[src/rtl/dsrt_pkg.sv]
// ----------------------------------------------------------------------------
// Density-sorted record table package
// Record layout, command codes and status codes shared by the table logic.
// ----------------------------------------------------------------------------
package dsrt_pkg;

  // Declared from the top bit down, so name_word0 sits in the lowest bits.
  typedef struct packed {
    logic [19:0] area;
    logic [30:0] population;
    logic [23:0] seat_word2;
    logic [63:0] seat_word1;
    logic [63:0] seat_word0;
    logic [23:0] code_word1;
    logic [63:0] code_word0;
    logic [63:0] name_word1;
    logic [63:0] name_word0;
  } rec_t;

  localparam int REC_W = $bits(rec_t);

  typedef struct packed {
    logic denser;
    logic name_eq;
  } cmp_res_t;

  localparam logic [1:0] CMD_INSERT = 2'd0;
  localparam logic [1:0] CMD_DELETE = 2'd1;
  localparam logic [1:0] CMD_READ   = 2'd2;
  localparam logic [1:0] CMD_UNUSED = 2'd3;

  localparam logic [2:0] ST_OK        = 3'd0;
  localparam logic [2:0] ST_NOT_FOUND = 3'd1;
  localparam logic [2:0] ST_FULL      = 3'd2;
  localparam logic [2:0] ST_RANGE     = 3'd3;
  localparam logic [2:0] ST_ZERO_AREA = 3'd4;

endpackage

[src/rtl/dsrt_match.sv]
// ----------------------------------------------------------------------------
// Density-sorted record table compare unit
// Cross-multiplies densities of a held record against a new record and
// matches names as zero-terminated strings; results appear in the cycle after their inputs.
// ----------------------------------------------------------------------------
module dsrt_match (
  input  logic            clk,
  input  dsrt_pkg::rec_t  held,
  input  dsrt_pkg::rec_t  key,
  output dsrt_pkg::cmp_res_t res
);
  import dsrt_pkg::*;

  logic [50:0] prod_key;
  logic [50:0] prod_held;
  logic        name_eq;
  logic        name_eq_comb;

  always_comb begin
    logic [127:0] ha;
    logic [127:0] kb;
    logic         done;
    ha = {held.name_word1, held.name_word0};
    kb = {key.name_word1, key.name_word0};
    done = 1'b0;
    name_eq_comb = 1'b1;
    for (int i = 0; i < 16; i++) begin
      if (!done) begin
        if (ha[i*8 +: 8] != kb[i*8 +: 8]) begin
          name_eq_comb = 1'b0;
          done = 1'b1;
        end else if (ha[i*8 +: 8] == 8'd0) begin
          done = 1'b1;
        end
      end
    end
  end

  always_ff @(posedge clk) begin
    prod_key  <= key.population * held.area;
    prod_held <= held.population * key.area;
    name_eq   <= name_eq_comb;
  end

  assign res.denser  = prod_key > prod_held;
  assign res.name_eq = name_eq;

endmodule

[config.mk]
export PLATFORM = sky130hd
export DESIGN_NAME = dsrt_match
export DESIGN_NICKNAME = d
export VERILOG_FILES = /design/src/rtl/dsrt_pkg.sv /design/src/rtl/dsrt_match.sv
export SDC_FILE = /design/constraint.sdc
export NUM_CORES = 2
export LEC_CHECK = 0
export ABC_AREA = 1
export ABC_CLOCK_PERIOD_IN_PS = 9200
export BUFFER_PORTS_ARGS = -buffer_cell sky130_fd_sc_hd__buf_2
export CORE_UTILIZATION = 35
export DETAILED_ROUTE_END_ITERATION = 8
export HOLD_SLACK_MARGIN = 0.08
export PLACE_DENSITY = 0.62
export SLEW_MARGIN = 30
export SYNTH_ARGS = -nofsm -noshare
export SYNTH_HDL_FRONTEND = slang
export SYNTH_SLANG_ARGS = --single-unit
[constraint.sdc]
create_clock -name clk -period 9.2 [get_ports clk]
set_clock_uncertainty 0.1 [all_clocks]
set_input_delay 1.84 -clock clk [delete_from_list [all_inputs] [get_ports clk]]
set_output_delay 1.84 -clock clk [all_outputs]
set_load 0.05 [all_outputs]
==> impl_results.md <==
- Initial Utilization: 35.3%
- Die Y: 369 um
- Top FF cell, synth: dfxtp_1
- Grt ovf: 0
- Routed WL: 148,000 um
- Vias per cell: 4.76
- DP Cell Count: 8,070
- Largest area contributor in the netlist: fa_1
- GP Congestion: 1.06
- Post-layout nets: 8,561
- Max stage delay on crit path: 0.72 ns
- Layout fillers: 14,000
- Startpoint types: input port
- Root Buffer: clkbuf_16
- Ranking of synthesized cells by area: fa_1, inv_1, nand2_1, ha_1, dfxtp_1
- Post-synth cell types: 52
- Tmin final: 8.40 ns
- CP endpoint kind: register
- Ys async rst share: 0%
- Final Hold Viols: 0
- Core Area: 133,000 um^2
- CP arrival: 8.57 ns
- Drt pass-1 iters: 5
- First-pass GRT wire length: 236,000 um
- Slew HR: 33.8%
- EDFF count, synth: 0
- Setup TNS: 0 ns
- I/O Pins: 841
- Syn_nets: 8,402
- Port Buffers: 360
- Sink Count: 103
- Antenna violations before repair: 50
- Critical Path Fanout Max: 31
- Cell count of the worst hold path: 3
- Vias in the first global route: 41,700
- Synthesized area per cell: 7.65 um^2
- DR vias: 38,600
- H-tree depth: 3
- Multi-input logic area: 36,900 um^2
- Count leader, synth: inv_1
- Kind of critical path: input port to register
- Top-area cell type share of the netlist area: 44.1%
- Status: finished, final reports clean
- DR WL/cell: 18.3 um
- Number of cells upsized or downsized after cts: 0
- Critical Path RT: 9.37 ns
- Final Setup Violations: 0
- RSZ-0062 raised after global routing: false
- Tcrit/Tclk final: 91.3%
- Fin cells: 8,106
- Worst Hold Class: input port to register
- Worst-margin pin slew: 0.992 ns
- Max-cap violation count: 0
- Total track usage: 22.4%
- YS warnings: 0
- Synth-to-Final Area Change: 7.87%
- Fmax: 0.119 GHz
- # Post-CTS Setup Buffers: 0
- Reg clk slew, reported paths: 0.07 ns
- Residual DRC: 0
- CTS tree: done
- Sequential fraction of the synthesis area: 4.38%
- Horiz. Die Dim: 369 um
- Die Area: 136,000 um^2
- Clock Tree Buf Depth: 2
- CTS hold repair buffers: 0
- Register bit total from synthesis: 103
- Post-DP HPWL: 121,000 um
- Post-synthesis cell count: 6,154
- Register area: 2060 um^2
- Remaining antenna violation count after routing: 0
- Fin. max-slew vios: 0
- Site row count: 134
- Synth top cells by count: inv_1, nand2_1, fa_1
- Largest net degree at the start of global routing: 32
- Cell mode on critical path: fa_1
- Number of CTS-inserted buffers: 9
- Layout cell share with drive strength beyond 1: 7.58%
- Crit-path slowest cell: buf_2
- Starting DRT DRC Count: 2,544
- Worst path cell trace: buf_2 > nand2_1 > fa_1 > inv_1 > fa_1 > inv_1 > fa_1 > inv_1 > fa_1 > fa_1 > fa_1 > inv_1 > fa_1 > inv_1 > ha_1 > nand2_1 > nor2_1 > inv_1 > nor4_1 > o21ai_0 > nand3_1 > a31oi_1 > xnor2_1
- Cell Area, Synth: 47,100 um^2
[path summary, 6_finish.rpt]
path	startpoint	endpoint	slack, ns
min	held[368]	prod_held[0]$_DFF_P_	1.86
max	held[404]	prod_key[44]$_DFF_P_	0.80
[flip-flops by register name (all words and copies together), names as in the netlist]
name and flops:
prod_held 51, name_eq 1, prod_key 51
[cells in the final DEF, fill, tap and decap left out, drive strengths merged, types with 8 or more instances in the layout]
cell type	n
inv	1909
nand2	1563
fa	1036
buf	393
ha	373
nor2	227
a21oi	163
dfxtp	103
xnor2	100
xor2	99
o21ai	97
nand3	58
nand4	33
nor4	28
a31oi	25
diode	20
nor3	15
o21a	12
o21bai	12
clkbuf	11
or2	10
a21boi	10
a21o	8
[cell families after synthesis]
family	after synthesis	share of synthesized area [%]
simple gates	1945	16.3
xor+xnor	199	3.70
fa+ha+maj	1409	54.0
buf+inv	2152	17.2
flops	103	4.38
compound gates	346	4.42
[per-layer routing]
metal  share of wire, %  vias up  track usage (%)
li1                   -    17700                -
met1                 40    19200             28.1
met2                 49     1421             39.6
met3                7.6      241             3.87
met4                2.9       38             5.90
met5               0.16        -                0
[through the flow]
stage	worst slack (ns)	area [um^2]	utilization (%)	hold WS (ns)
3_3_place_gp	0.500	50400	37.8	2.22
5_1_grt	0.393	50800	38.0	1.86
3_5_place_dp	0.553	50400	37.8	2.23
6_report	0.800	50800	38.0	1.86
4_1_cts	0.853	50700	38.0	1.85
2_1_floorplan	1.73	47100	-	1.84
[area by class of cell]
class	instances	area share (%)
Antenna cell	20	0.0986
Clock buffer	11	0.478
Clock inverter	5	0.104
Inverter	1907	14.1
Multi-Input combinational cell	3899	72.7
Sequential cell	103	4.06
Tap cell	1768	4.36
Timing Repair Buffer	393	4.06
[critical path, delay by kind of cell]
kind	cells	cell delay [ns]
fa+ha+maj	8	4.00
buf+inv	7	1.07
simple gates	5	1.03
compound gates	2	0.35
xor+xnor	1	0.22
Power is not shown: default switching activity piles up to over one toggle a cycle in this logic, so the estimate is an artifact.
